[src/rtl/six_axis_force_calibration_core_assert.svh]
// Assertion macros shared by the six-axis force calibration RTL.
// Expects signals named clk and rst in the including module's scope.
`ifndef SIX_AXIS_FORCE_CALIBRATION_CORE_ASSERT_SVH
`define SIX_AXIS_FORCE_CALIBRATION_CORE_ASSERT_SVH

// Property checked on every rising edge outside reset.
`define SIXFC_ASSERT(label, prop, msg) \
  label: assert property (@(posedge clk) disable iff (rst) prop) else $error(msg);

// Condition that must never be true outside reset.
`define SIXFC_ASSERT_NEVER(label, cond, msg) \
  `SIXFC_ASSERT(label, !(cond), msg)

`endif

[src/rtl/sixfc_pkg.sv]
// Shared constants, types and the calibration coefficient table of the
// six-axis force calibration core. No dependencies.
`timescale 1ns / 1ps

package sixfc_pkg;

  localparam int AXES           = 6;
  localparam int IDX_W          = $clog2(AXES);
  localparam int STEPS          = AXES * AXES;
  localparam int STEP_W         = $clog2(STEPS);
  localparam int COEF_FRAC_BITS = 16;
  localparam int VOLT_W         = 16;
  // Every coefficient magnitude stays below 64 before scaling.
  localparam int COEF_W         = COEF_FRAC_BITS + 8;
  localparam int PROD_W         = COEF_W + VOLT_W;
  localparam int ACC_W          = PROD_W + 3;
  localparam int TARE_W         = 40;
  localparam int SUM_W          = (ACC_W > TARE_W) ? ACC_W : TARE_W;
  localparam int DIFF_W         = SUM_W + 1;
  localparam int OUT_W          = 24;
  localparam int IN_DATA_W      = AXES * VOLT_W;
  localparam int OUT_DATA_W     = AXES * OUT_W;
  // Tare memory read is issued at this column so the data survives until
  // the row's sum is finished.
  localparam int READ_COL       = 3;
  localparam longint MICRO_DEN  = 1000000;

  typedef logic signed [VOLT_W-1:0] volt_vec_t [AXES];
  typedef logic signed [COEF_W-1:0] coef_tab_t [STEPS];

  // Calibration matrix in millionths, row by row.
  localparam longint CAL_MICRO [STEPS] = '{
       23820, -18445740,   -222390,  20356160,     -75587,    -85340,
       91960, -10699170,    107930, -11686870,    -173410,  23109860,
   -32267210,    -74100, -32927760,   -404650,  -34276230,   -251020,
     -921140,      2420,    953340,     11670,      28760,     -2950,
     -565200,      2090,   -570450,    -20800,    1109650,      6270,
       -2040,    690080,     -8400,    784570,      -5370,    737500
  };

  // Scale each entry to fixed point, rounding half away from zero.
  function automatic coef_tab_t build_coef_tab();
    coef_tab_t tab;
    longint    num;
    longint    mag;
    longint    q;
    for (int k = 0; k < STEPS; k++) begin
      num = CAL_MICRO[k] * (longint'(1) <<< COEF_FRAC_BITS);
      mag = (num < 0) ? -num : num;
      q   = (mag + MICRO_DEN / 2) / MICRO_DEN;
      tab[k] = COEF_W'((num < 0) ? -q : q);
    end
    return tab;
  endfunction

  localparam coef_tab_t COEF_TAB = build_coef_tab();

  // Finished row sums and tare memory read requests, MAC to tare stage.
  typedef struct packed {
    logic                    rd_en;
    logic [IDX_W-1:0]        rd_row;
    logic                    vld;
    logic [IDX_W-1:0]        row;
    logic                    cap;
    logic signed [ACC_W-1:0] acc;
  } mac_fin_t;

  // One rounded, saturated axis value.
  typedef struct packed {
    logic                    vld;
    logic [IDX_W-1:0]        row;
    logic                    last;
    logic signed [OUT_W-1:0] value;
  } res_t;

endpackage

[src/rtl/sixfc_mac.sv]
// Shared multiply-accumulate unit: steps through the 36 matrix entries of
// one item, one product per cycle. Depends on sixfc_pkg.
`timescale 1ns / 1ps

module sixfc_mac (
  input  logic                 clk,
  input  logic                 rst,
  input  logic                 start,
  input  logic                 start_cap,
  input  sixfc_pkg::volt_vec_t start_volt,
  output logic                 busy,
  output sixfc_pkg::mac_fin_t  fin
);

  logic                                  run;
  logic [sixfc_pkg::IDX_W-1:0]           row;
  logic [sixfc_pkg::IDX_W-1:0]           col;
  logic [sixfc_pkg::STEP_W-1:0]          k;
  logic                                  cap;
  sixfc_pkg::volt_vec_t                  volt;

  logic                                  prod_vld;
  logic                                  prod_first;
  logic                                  prod_last;
  logic [sixfc_pkg::IDX_W-1:0]           prod_row;
  logic                                  prod_cap;
  logic signed [sixfc_pkg::PROD_W-1:0]   prod;

  logic                                  fin_vld;
  logic [sixfc_pkg::IDX_W-1:0]           fin_row;
  logic                                  fin_cap;
  logic signed [sixfc_pkg::ACC_W-1:0]    acc;

  logic                                  row_end;

  assign row_end = (col == sixfc_pkg::IDX_W'(sixfc_pkg::AXES - 1));

  // Step sequencer over row and column.
  always_ff @(posedge clk) begin
    if (rst) begin
      run <= 1'b0;
    end else if (start) begin
      run <= 1'b1;
    end else if (run && row_end && row == sixfc_pkg::IDX_W'(sixfc_pkg::AXES - 1)) begin
      run <= 1'b0;
    end
  end

  always_ff @(posedge clk) begin
    if (start) begin
      row  <= '0;
      col  <= '0;
      k    <= '0;
      cap  <= start_cap;
      volt <= start_volt;
    end else if (run) begin
      k <= k + 1'b1;
      if (row_end) begin
        col <= '0;
        row <= row + 1'b1;
      end else begin
        col <= col + 1'b1;
      end
    end
  end

  // Product stage.
  always_ff @(posedge clk) begin
    if (rst) begin
      prod_vld <= 1'b0;
    end else begin
      prod_vld <= run;
    end
  end

  always_ff @(posedge clk) begin
    prod       <= sixfc_pkg::COEF_TAB[k] * volt[col];
    prod_first <= (col == '0);
    prod_last  <= row_end;
    prod_row   <= row;
    prod_cap   <= cap;
  end

  // Accumulate stage: restart on the first column of each row.
  always_ff @(posedge clk) begin
    if (rst) begin
      fin_vld <= 1'b0;
    end else begin
      fin_vld <= prod_vld && prod_last;
    end
  end

  always_ff @(posedge clk) begin
    if (prod_vld) begin
      acc     <= prod_first ? sixfc_pkg::ACC_W'(prod) : acc + sixfc_pkg::ACC_W'(prod);
      fin_row <= prod_row;
      fin_cap <= prod_cap;
    end
  end

  assign fin.rd_en  = run && (col == sixfc_pkg::IDX_W'(sixfc_pkg::READ_COL));
  assign fin.rd_row = row;
  assign fin.vld    = fin_vld;
  assign fin.row    = fin_row;
  assign fin.cap    = fin_cap;
  assign fin.acc    = acc;

  assign busy = run || prod_vld || fin_vld;

endmodule

[src/rtl/sixfc_tare.sv]
// Tare memory written on capture, tare subtraction, rounding
// half away from zero and 24-bit saturation. Depends on sixfc_pkg.
`timescale 1ns / 1ps

module sixfc_tare (
  input  logic                clk,
  input  logic                rst,
  input  sixfc_pkg::mac_fin_t fin,
  output logic                busy,
  output sixfc_pkg::res_t     res
);

  localparam int RND_W = sixfc_pkg::DIFF_W + 1;
  localparam logic signed [sixfc_pkg::SUM_W-1:0] TARE_MAX =
    sixfc_pkg::SUM_W'({1'b0, {(sixfc_pkg::TARE_W-1){1'b1}}});
  localparam logic signed [sixfc_pkg::SUM_W-1:0] TARE_MIN = -TARE_MAX - 1;
  localparam logic signed [RND_W-1:0] RND_HALF =
    RND_W'(longint'(1) <<< (sixfc_pkg::COEF_FRAC_BITS - 1));
  localparam logic signed [RND_W-1:0] RND_HALF_M1 = RND_HALF - 1;
  localparam logic signed [RND_W-1:0] OUT_MAX =
    RND_W'({1'b0, {(sixfc_pkg::OUT_W-1){1'b1}}});
  localparam logic signed [RND_W-1:0] OUT_MIN = -OUT_MAX - 1;

  logic signed [sixfc_pkg::TARE_W-1:0] mem [sixfc_pkg::AXES];
  logic [sixfc_pkg::AXES-1:0]          entry_ok;
  logic signed [sixfc_pkg::TARE_W-1:0] rd_data;
  logic                                rd_ok;

  logic signed [sixfc_pkg::SUM_W-1:0]  acc_ext;
  logic signed [sixfc_pkg::SUM_W-1:0]  tare_new;
  logic signed [sixfc_pkg::SUM_W-1:0]  tare_use;

  logic                                diff_vld;
  logic [sixfc_pkg::IDX_W-1:0]         diff_row;
  logic signed [sixfc_pkg::DIFF_W-1:0] diff;

  logic signed [RND_W-1:0]             rsum;
  logic signed [RND_W-1:0]             rshift;
  logic signed [sixfc_pkg::OUT_W-1:0]  sat;

  assign acc_ext = sixfc_pkg::SUM_W'(fin.acc);

  always_comb begin
    if (acc_ext > TARE_MAX) begin
      tare_new = TARE_MAX;
    end else if (acc_ext < TARE_MIN) begin
      tare_new = TARE_MIN;
    end else begin
      tare_new = acc_ext;
    end
  end

  // A capture uses the freshly stored tare for the same item.
  assign tare_use = fin.cap ? tare_new :
                    (rd_ok ? sixfc_pkg::SUM_W'(rd_data) : '0);

  // Memory: one read and one write port, registered read data.
  always_ff @(posedge clk) begin
    if (fin.rd_en) begin
      rd_data <= mem[fin.rd_row];
    end
    if (fin.vld && fin.cap) begin
      mem[fin.row] <= sixfc_pkg::TARE_W'(tare_new);
    end
  end

  // Entry valid bits: an unwritten entry reads as a zero tare.
  always_ff @(posedge clk) begin
    if (rst) begin
      entry_ok <= '0;
      rd_ok    <= 1'b0;
    end else begin
      if (fin.rd_en) begin
        rd_ok <= entry_ok[fin.rd_row];
      end
      if (fin.vld && fin.cap) begin
        entry_ok[fin.row] <= 1'b1;
      end
    end
  end

  // Subtract stage.
  always_ff @(posedge clk) begin
    if (rst) begin
      diff_vld <= 1'b0;
    end else begin
      diff_vld <= fin.vld;
    end
  end

  always_ff @(posedge clk) begin
    diff     <= sixfc_pkg::DIFF_W'(acc_ext) - sixfc_pkg::DIFF_W'(tare_use);
    diff_row <= fin.row;
  end

  // Round half away from zero: add half, one less for negative values,
  // then shift arithmetically.
  assign rsum   = RND_W'(diff) + (diff[sixfc_pkg::DIFF_W-1] ? RND_HALF_M1 : RND_HALF);
  assign rshift = rsum >>> sixfc_pkg::COEF_FRAC_BITS;

  always_comb begin
    if (rshift > OUT_MAX) begin
      sat = sixfc_pkg::OUT_W'(OUT_MAX);
    end else if (rshift < OUT_MIN) begin
      sat = sixfc_pkg::OUT_W'(OUT_MIN);
    end else begin
      sat = sixfc_pkg::OUT_W'(rshift);
    end
  end

  always_ff @(posedge clk) begin
    if (rst) begin
      res.vld <= 1'b0;
    end else begin
      res.vld <= diff_vld;
    end
  end

  always_ff @(posedge clk) begin
    res.row   <= diff_row;
    res.last  <= (diff_row == sixfc_pkg::IDX_W'(sixfc_pkg::AXES - 1));
    res.value <= sat;
  end

  assign busy = diff_vld || res.vld;

endmodule

[src/rtl/six_axis_force_calibration_core.sv]
// Top level of the six-axis force/torque calibration core.
// Depends on sixfc_pkg, sixfc_mac, sixfc_tare and the assertion header.
`timescale 1ns / 1ps
//
// Usage:
//   Input channel s_*: one item carries six signed 16-bit bridge voltages in
//   millivolts and a request flag in s_tuser (0 measure, 1 capture tare then
//   measure). Output channel m_*: one item per input, six signed 24-bit axis
//   values in thousandths (Fx, Fy, Fz, Tx, Ty, Tz), tared and saturated.
//   A single multiplier walks the 6x6 calibration matrix, one product per
//   cycle, so one item occupies the MAC unit for all 36 matrix entries;
//   the subtract, round and output stages follow. A new item is launched
//   only once the previous one has left the pipeline and the bank is free.
//   The tare vector lives in a six-entry memory read once per row and
//   written back on a capture request. A one-item input buffer takes the
//   next item while the current one is being computed, and the output
//   register holds a finished result while the next item is computed.
//   If the receiver stalls, a second finished result waits in the result
//   bank and the MAC holds off starting another item until the bank drains.
//   Reset clears all handshake state and marks every tare entry invalid, so
//   the tare reads as zero until the first capture; no clearing pass.
//
module six_axis_force_calibration_core (
  input  logic                                clk,
  input  logic                                rst,
  input  logic                                s_tvalid,
  output logic                                s_tready,
  // volt_0 [15:0], volt_1, volt_2, volt_3, volt_4, volt_5 [95:80]
  input  logic [sixfc_pkg::IN_DATA_W-1:0]     s_tdata,
  // req_type [0]
  input  logic [0:0]                          s_tuser,
  output logic                                m_tvalid,
  input  logic                                m_tready,
  // force_x [23:0], force_y, force_z, torque_x, torque_y, torque_z [143:120]
  output logic [sixfc_pkg::OUT_DATA_W-1:0]    m_tdata
);

  `include "six_axis_force_calibration_core_assert.svh"

  logic                               in_full;
  logic                               in_cap;
  sixfc_pkg::volt_vec_t               in_volt;
  logic                               accept;
  logic                               start;
  logic                               mac_busy;
  logic                               tare_busy;
  sixfc_pkg::mac_fin_t                fin;
  sixfc_pkg::res_t                    res;
  logic signed [sixfc_pkg::OUT_W-1:0] bank [sixfc_pkg::AXES];
  logic                               bank_done;
  logic                               move;

  assign s_tready = !in_full;
  assign accept   = s_tvalid && s_tready;

  // Launch an item only once the pipeline is empty and the bank is free.
  assign start = in_full && !mac_busy && !tare_busy && !bank_done;

  // Output register loads a finished bank when it is empty or being drained.
  assign move = bank_done && (!m_tvalid || m_tready);

  // Input buffer: hold one item until the MAC takes it.
  always_ff @(posedge clk) begin
    if (rst) begin
      in_full <= 1'b0;
    end else if (accept) begin
      in_full <= 1'b1;
    end else if (start) begin
      in_full <= 1'b0;
    end
  end

  always_ff @(posedge clk) begin
    if (accept) begin
      in_cap <= s_tuser[0];
      for (int i = 0; i < sixfc_pkg::AXES; i++) begin
        in_volt[i] <= s_tdata[i*sixfc_pkg::VOLT_W +: sixfc_pkg::VOLT_W];
      end
    end
  end

  sixfc_mac u_mac (
    .clk        (clk),
    .rst        (rst),
    .start      (start),
    .start_cap  (in_cap),
    .start_volt (in_volt),
    .busy       (mac_busy),
    .fin        (fin)
  );

  sixfc_tare u_tare (
    .clk  (clk),
    .rst  (rst),
    .fin  (fin),
    .busy (tare_busy),
    .res  (res)
  );

  // Result bank: collect one axis per row.
  always_ff @(posedge clk) begin
    if (res.vld) begin
      bank[res.row] <= res.value;
    end
  end

  always_ff @(posedge clk) begin
    if (rst) begin
      bank_done <= 1'b0;
    end else if (res.vld && res.last) begin
      bank_done <= 1'b1;
    end else if (move) begin
      bank_done <= 1'b0;
    end
  end

  // Output register.
  always_ff @(posedge clk) begin
    if (rst) begin
      m_tvalid <= 1'b0;
    end else if (move) begin
      m_tvalid <= 1'b1;
    end else if (m_tready) begin
      m_tvalid <= 1'b0;
    end
  end

  always_ff @(posedge clk) begin
    if (move) begin
      for (int i = 0; i < sixfc_pkg::AXES; i++) begin
        m_tdata[i*sixfc_pkg::OUT_W +: sixfc_pkg::OUT_W] <= bank[i];
      end
    end
  end

  // A finished bank must never be overwritten by the next item's rows.
  `SIXFC_ASSERT_NEVER(a_bank_overwrite, res.vld && bank_done, "result bank overwritten")
  // A tare read never hits the row being written back in the same cycle.
  `SIXFC_ASSERT_NEVER(a_tare_rw_clash, fin.rd_en && fin.vld && fin.cap && fin.rd_row == fin.row, "tare read/write clash")
  // The output only turns valid from a complete bank.
  `SIXFC_ASSERT(a_out_from_bank, $rose(m_tvalid) |-> $past(bank_done), "output valid without bank")

endmodule

[config.mk]
export PLATFORM = sky130hd
export DESIGN_NAME = six_axis_force_calibration_core
export DESIGN_NICKNAME = d
export VERILOG_FILES = /design/src/rtl/sixfc_pkg.sv /design/src/rtl/sixfc_mac.sv /design/src/rtl/sixfc_tare.sv /design/src/rtl/six_axis_force_calibration_core.sv
export VERILOG_INCLUDE_DIRS = /design/src /design/src/rtl
export SDC_FILE = /design/constraint.sdc
export NUM_CORES = 2
export LEC_CHECK = 0
export ABC_AREA = 1
export BUFFER_PORTS_ARGS = -buffer_cell sky130_fd_sc_hd__buf_2
export CORE_MARGIN = 1.5
export CORE_UTILIZATION = 50
export DETAILED_ROUTE_END_ITERATION = 16
export PLACE_DENSITY_LB_ADDON = 0.05
export SYNTH_ARGS = -nofsm -noshare
export SYNTH_HDL_FRONTEND = slang
export SYNTH_SLANG_ARGS = --single-unit
export TNS_END_PERCENT = 5
[constraint.sdc]
create_clock -name clk -period 7.46 [get_ports clk]
set_clock_uncertainty 0.1 [all_clocks]
set_input_delay 0.373 -clock clk [delete_from_list [all_inputs] [get_ports clk]]
set_output_delay 0.373 -clock clk [all_outputs]
set_load 0.01 [all_outputs]
## After elaboration in Yosys (flattened, before gate mapping)

Memories as Yosys holds them, arrays and structs flattened. A register that Yosys moved wholly into a read port is not among the register bits.
Index checks and enable logic that the tools add are counted.

| storage, ports and cells | value |
|---|---|
| bits of input ports | 101 |
| flip-flop bits (word level) | 389 |
| memories | 3 |
| output and inout port bits | 146 |
| logic and storage cells | 122 |
| ROM bits | 1536 |
| memory bits (writable) | 384 |

Memories:

| memory | words | width | rd ports | clocked after Yosys merged registers in | wr ports | RTL line | RTL |
|---|---|---|---|---|---|---|---|
| (no name shown) | 64 | 24 | 1 | 0 | 0 | sixfc_mac.sv:77 | `prod <= sixfc_pkg::COEF_TAB[k] * volt[col];` |
| u_tare.mem | 6 | 40 | 1 | 1 | 1 | sixfc_tare.sv:24 | `logic signed [sixfc_pkg::TARE_W-1:0] mem [sixfc_pkg::AXES];` |
| bank | 6 | 24 | 6 | 6 | 1 | six_axis_force_calibration_core.sv:49 | `logic signed [sixfc_pkg::OUT_W-1:0] bank [sixfc_pkg::AXES];` |

| operators by class | value |
|---|---|
| bitwise gates (word level) | 3 |
| muxes and demuxes | 29 |
| reduce and logical (&&, ||, !) cells | 27 |
| $mul | 1 |
| add/subtract/negate cells | 6 |
| order comparisons | 9 |
| equal/unequal tests | 4 |

Operators by type and width:

| cell | count |
|---|---|
| 2-to-1 mux 43 bit | 5 |
| 2-to-1 mux 24 bit | 3 |
| binary-select mux 16 bit (select 3 bit) | 1 |
| 2-to-1 mux 16 bit | 3 |
| adder 44 x 17 -> 45 bit | 1 |
| subtractor 43 x 43 -> 44 bit | 1 |
| adder 43 x 40 -> 43 bit | 1 |
| > comparator 43 x 40 -> 1 bit (second input constant) | 1 |
| less-than comparator 43 x 40 -> 1 bit (second input constant) | 1 |
| multiplier 24 x 16 -> 40 bit | 1 |
| > comparator 29 x 24 -> 1 bit (second input constant) | 1 |
| less-than comparator 29 x 24 -> 1 bit (second input constant) | 1 |
| 2-to-1 mux 1 bit | 14 |
| logical AND 1 bit | 12 |
| equality test 3 bit (second input constant) | 3 |
| less-than comparator 3 x 4 -> 1 bit (second input constant) | 2 |
| nonzero test 2 bit | 4 |
| >= comparator 7 bit (second input constant) | 1 |
| inverter 6 -> 7 bit | 1 |
| adder 3 x 1 -> 3 bit (second input constant) | 2 |
| adder 6 x 1 -> 6 bit (second input constant) | 1 |
| OR 6 bit | 1 |
| logical NOT 1 bit | 5 |
| >= comparator 4 bit (second input constant) | 1 |
| other kinds (9) | 12 |

## Longest topological paths before layout

| depth | value |
|---|---|
| word-level depth | 8 |
| depth in mapped cells | 36 |
| depth with buffers taken out | 36 |

## By module

A second synthesis with hierarchy kept.

| unflattened totals | value |
|---|---|
| cells, all modules | 5641 |
| area, all modules | 55454.4 µm² |

Modules (own cells, without submodules):

| module | sequential area each (µm²) | cells each | area an instance (µm²) | instances |
|---|---|---|---|---|
| sixfc_mac | 5545.3 | 3296 | 25856.0 | 1 |
| sixfc_tare | 10089.7 | 1925 | 17845.9 | 1 |
| six_axis_force_calibration_core | 11621.1 | 420 | 11752.5 | 1 |

## Least setup slack after synthesis

No wires, ideal clock.

| path | value |
|---|---|
| path kind | input-to-reg |
| from | in m_tready |
| to | reg m_tdata[0] (netlist bit), read port of bank, enable pin |
| data arrival time | 7.334 ns |
| required time | 6.665 ns |
| stages on the path | 2 |
| setup time | 0.695 ns |
| setup slack | -0.669 ns |
| buffers on the path | 0 |
| cell sequence | inv_1 -> a21oi_1 |

| on the way | value |
|---|---|
| longest elaborated chain between the ends | 2 |

RTL lines:

| what | RTL line | RTL |
|---|---|---|
| start, declared | six_axis_force_calibration_core.sv:33 | `input logic m_tready,` |
| logical OR 1 bit | six_axis_force_calibration_core.sv:60 | `assign move = bank_done && (!m_tvalid \|\| m_tready);` |
| logical AND 1 bit | six_axis_force_calibration_core.sv:60 |  |
| via move | six_axis_force_calibration_core.sv:51 | `logic move;` |
| end, declared | six_axis_force_calibration_core.sv:35 | `output logic [sixfc_pkg::OUT_DATA_W-1:0] m_tdata` |

The timed path passes the listed nets, and every way through them passes these cells.
A chain may end at the register's enable or synchronous reset.

## Final worst setup path

| path | value |
|---|---|
| from | reg u_mac.col[1] (netlist bit) |
| to | reg u_mac.prod[27] (netlist bit) |

| on the way | value |
|---|---|
| longest elaborated chain between the ends | 5 |

RTL lines:

| what | RTL line | RTL |
|---|---|---|
| start, declared | sixfc_mac.sv:17 | `logic [sixfc_pkg::IDX_W-1:0] col;` |
| start signal, assigned | sixfc_mac.sv:62 | `col <= col + 1'b1;` |
| inverter 3 -> 4 bit (not written as such) | sixfc_mac.sv:77 |  |
| binary-select mux 16 bit (select 3 bit) | sixfc_mac.sv:77 |  |
| 2-to-1 mux 16 bit (not written as such) (2 in a row) | sixfc_mac.sv:77 |  |
| multiplier 24 x 16 -> 40 bit | sixfc_mac.sv:77 |  |
| end signal, assigned | sixfc_mac.sv:77 |  |
| end, declared | sixfc_mac.sv:27 | `logic signed [sixfc_pkg::PROD_W-1:0] prod;` |

Every way passes these cells. The select of a mux whose other input is x is not followed.

==> impl_metrics.sql <==
INSERT INTO impl_metrics (metric_group, metric, value, unit) VALUES
('cts', 'htree_levels', '3', ''),
('setup_path', 'worstPathArrival', '7.56', 'ns'),
('cts', 'cts-root-buf', 'clkbuf_16', ''),
('yosys', 'synth_compound_area_share', '8.32', '%'),
('cells_and_area', 'layout.cell_area.non_filler', '63200', 'sq um'),
('cells_and_area', 'fill_cells', '9398', ''),
('grt', 'global_route.peak_usage_layer', 'met2', ''),
('drt', 'detail-route-antenna-nets', '0', ''),
('die', 'start_util', '50.3', '%'),
('drt', 'drt-pass1-iter-count', '6', ''),
('die', 'num_io_pins', '247', ''),
('placement', 'dp_hpwl', '122000', 'microns'),
('yosys', 'synth_edf_count', '809', ''),
('yosys', 'postSynthAreaPerCell', '10.2', 'sq um'),
('grt', 'first_global_vias', '39920', ''),
('grt', 'grt_use_met2', '49.9', '%'),
('flow_run', 'timing.max_cap.violations', '0', ''),
('placement', 'placement.io_buffers', '246', ''),
('yosys', 'share_of_synthesized_cell_area_in_and_or_nand_and_nor_gates', '15.2', '%'),
('cells_and_area', 'num_antenna_cells', '0', ''),
('cells_and_area', 'instances_no_fill', '7376', ''),
('cts', 'cts.reportedPaths.clkPinSlew', '0.06', 'ns'),
('yosys', 'ys_top_cells_by_area', 'edfxtp_1 44%, fa_1 13%, nand2_1 7.5%, inv_1 5.6%, dfxtp_1 5.4%', ''),
('timing', 'fmax', '140', 'MHz'),
('timing', 'finalSetupTns', '0', 'ns'),
('timing', 'min_period_over_period', '95.6', '%'),
('yosys', 'synthesis.nets', '6028', ''),
('timing', 'timing.max_slew.rel_slack', '26.6', '%'),
('grt', 'grt_pass1_wl', '243000', 'microns'),
('timing', 'max_slew.worst_pin.slew', '1.09', 'ns'),
('yosys', 'multiplexer_area_fraction_after_synthesis', '0', '%'),
('grt', 'globalRouteMet3Util', '3.48', '%'),
('timing', 'post-route-min-period', '7.13', 'ns'),
('setup_path', 'cpMaxStageDelayCell', 'fa_1', ''),
('drt', 'totalWireLength', '161000', 'microns'),
('die', 'die_h', '333', 'microns'),
('worst_hold_path', 'hold_path.class', 'reg2reg', ''),
('yosys', 'asyncSetResetFlopFracSynth', '0', '%'),
('drt', 'via_density_per_instance', '5.34', ''),
('drt', 'detailedRoute.firstIterationViolations', '2734', ''),
('yosys', 'post-synth-top-count-cell', 'nand2_1', ''),
('cts', 'clock_insertion_delay_worst_skew', '0.73', 'ns'),
('outcome', 'run_status', 'finished clean', ''),
('yosys', 'synthAdderAreaFrac', '18.3', '%'),
('setup_path', 'startpoint_type', 'flip-flop', ''),
('placement', 'post_dp_cell_area', '58800', 'sq um'),
('setup_path', 'worst_setup_path_end_kind', 'flip-flop', ''),
('yosys', 'flip_flop_cell_with_the_highest_count_after_synthesis', 'edfxtp_1', ''),
('setup_path', 'criticalPathCategory', 'reg2reg', ''),
('setup_path', 'critical_path.max_fanout', '18', ''),
('cts', 'tritoncts_buffers', '99', ''),
('placement', 'place_congestion', '0.974', ''),
('grt', 'grt_usage', '29.0', '%'),
('cells_and_area', 'fin_util', '58.2', '%'),
('die', 'fp.dieW', '333', 'microns'),
('drt', 'route.detailed.drc', '0', ''),
('die', 'floorplan.die_area', '111000', 'sq um'),
('cells_and_area', 'post_route_cells_drive_above_1_share', '13.2', '%'),
('die', 'row_count', '121', ''),
('grt', 'grt_start_max_net_pins', '77', ''),
('yosys', 'post_synthesis_cell_area', '54600', 'sq um'),
('die', 'floorplan.core_area', '109000', 'sq um'),
('placement', 'numPlacedInstances', '7085', ''),
('yosys', 'synth_top_area_cell', 'edfxtp_1', ''),
('yosys', 'synth-seq-cells', '957', ''),
('yosys', 'yosys_warnings', '0', ''),
('yosys', 'post_synth_num_cell_types', '62', ''),
('cells_and_area', 'final_net_count', '6559', ''),
('grt', 'gr-total-overflow', '0', ''),
('grt', 'gr-usage-met1', '38.0', '%'),
('setup_path', 'cpPeakStageDelay', '0.55', 'ns');
-- cells in the final DEF (no fill, tap or decap), types with 59 or more instances in the layout --
cell / instances
dlygate4sd3_1: 100
buf_2: 246
o21ai_0: 212
xor2_1: 59
inv_1: 803
fa_1: 367
dfxtp_1: 142
a21oi_1: 228
nand3_1: 165
clkbuf_16: 102
edfxtp_1: 809
buf_4: 200
nand2_1: 1085
ha_1: 209
nor2_1: 563
-- layout make-up --
cell class,count,area (sq um),share of cell area [%]
clock inverters,51,482,0.762
multi-input cells,3421,23800,37.7
flip-flops and latches,957,27300,43.1
repair buffers,559,3970,6.28
inverters,841,3180,5.03
well taps,1414,1770,2.80
clock buffers,133,2740,4.33
-- path summary, 6_finish.rpt --
kind	from	end	slack, ns	cells past startpoint
setup / recovery	u_mac.col[1]	u_mac.prod[27]	0.33	27
hold / removal	u_mac.cap	u_mac.prod_cap	0.24	0
setup reg to reg	u_mac.col[1]	u_mac.prod[27]	0.33	27
hold reg to reg	u_mac.cap	u_mac.prod_cap	0.24	0
-- metrics by stage --
step                setup WS, ns  hold slack, ns
floorplan                  0.488           0.223
global placement         -0.0490           0.225
detailed placement       -0.0782           0.228
CTS                       0.0184           0.196
global route             -0.0752           0.224
finish                     0.328           0.244
-- layer usage --
metal | share of wire (%) | vias up
met2 | 49 | 1191
met4 | 3.7 | 0
met3 | 5.1 | 258
met5 | 0 | -
li1 | - | 18678
met1 | 42 | 19277
-- worst max-delay path, delay by kind of cell (launching register included) --
kind	cells	cell delay, ns
adder cells (fa/ha/maj)	7	3.52
XOR/XNOR	1	0.15
buffers and inverters	8	1.00
AO/OA/AOI/OAI	5	1.11
flip-flops	1	0.46
AND/OR/NAND/NOR	6	0.61
-- flip-flops by register name, summed over array words and instances, names as in the netlist, 3 cells and up --
register,count
u_mac.k,6
u_mac.row,3
u_tare.diff,44
u_tare.entry_ok,6
u_tare.rd_data,40
u_mac.fin_row,3
u_mac.acc,43
u_mac.volt,96
u_tare.res,29
u_mac.col,3
in_volt,96
u_tare.diff_row,3
u_mac.prod,40
u_mac.prod_row,3
bank,144
m_tdata,144
u_tare.mem,240
-- cells by family (layout without fill, tap and decap cells) --
family,count (synthesis),after routing
AND/OR/NAND/NOR,2026,2026
buffers and inverters,970,1584
AO/OA/AOI/OAI,728,728
adder cells (fa/ha/maj),579,579
XOR/XNOR,88,88
flip-flops,957,957
-- what timing repair did --
action / CTS / global route
gates resized for setup: 2 / 59
buffers inserted: 0 / 7
hold endpoints to repair: 112 / 0
hold buffers: 100 / 0
cloned: 0 / 0
setup endpoints to repair: 6 / 25
pin swaps: 0 / 5
Power is not shown: default switching activity piles up to over one toggle a cycle in this logic, so the estimate is an artifact.
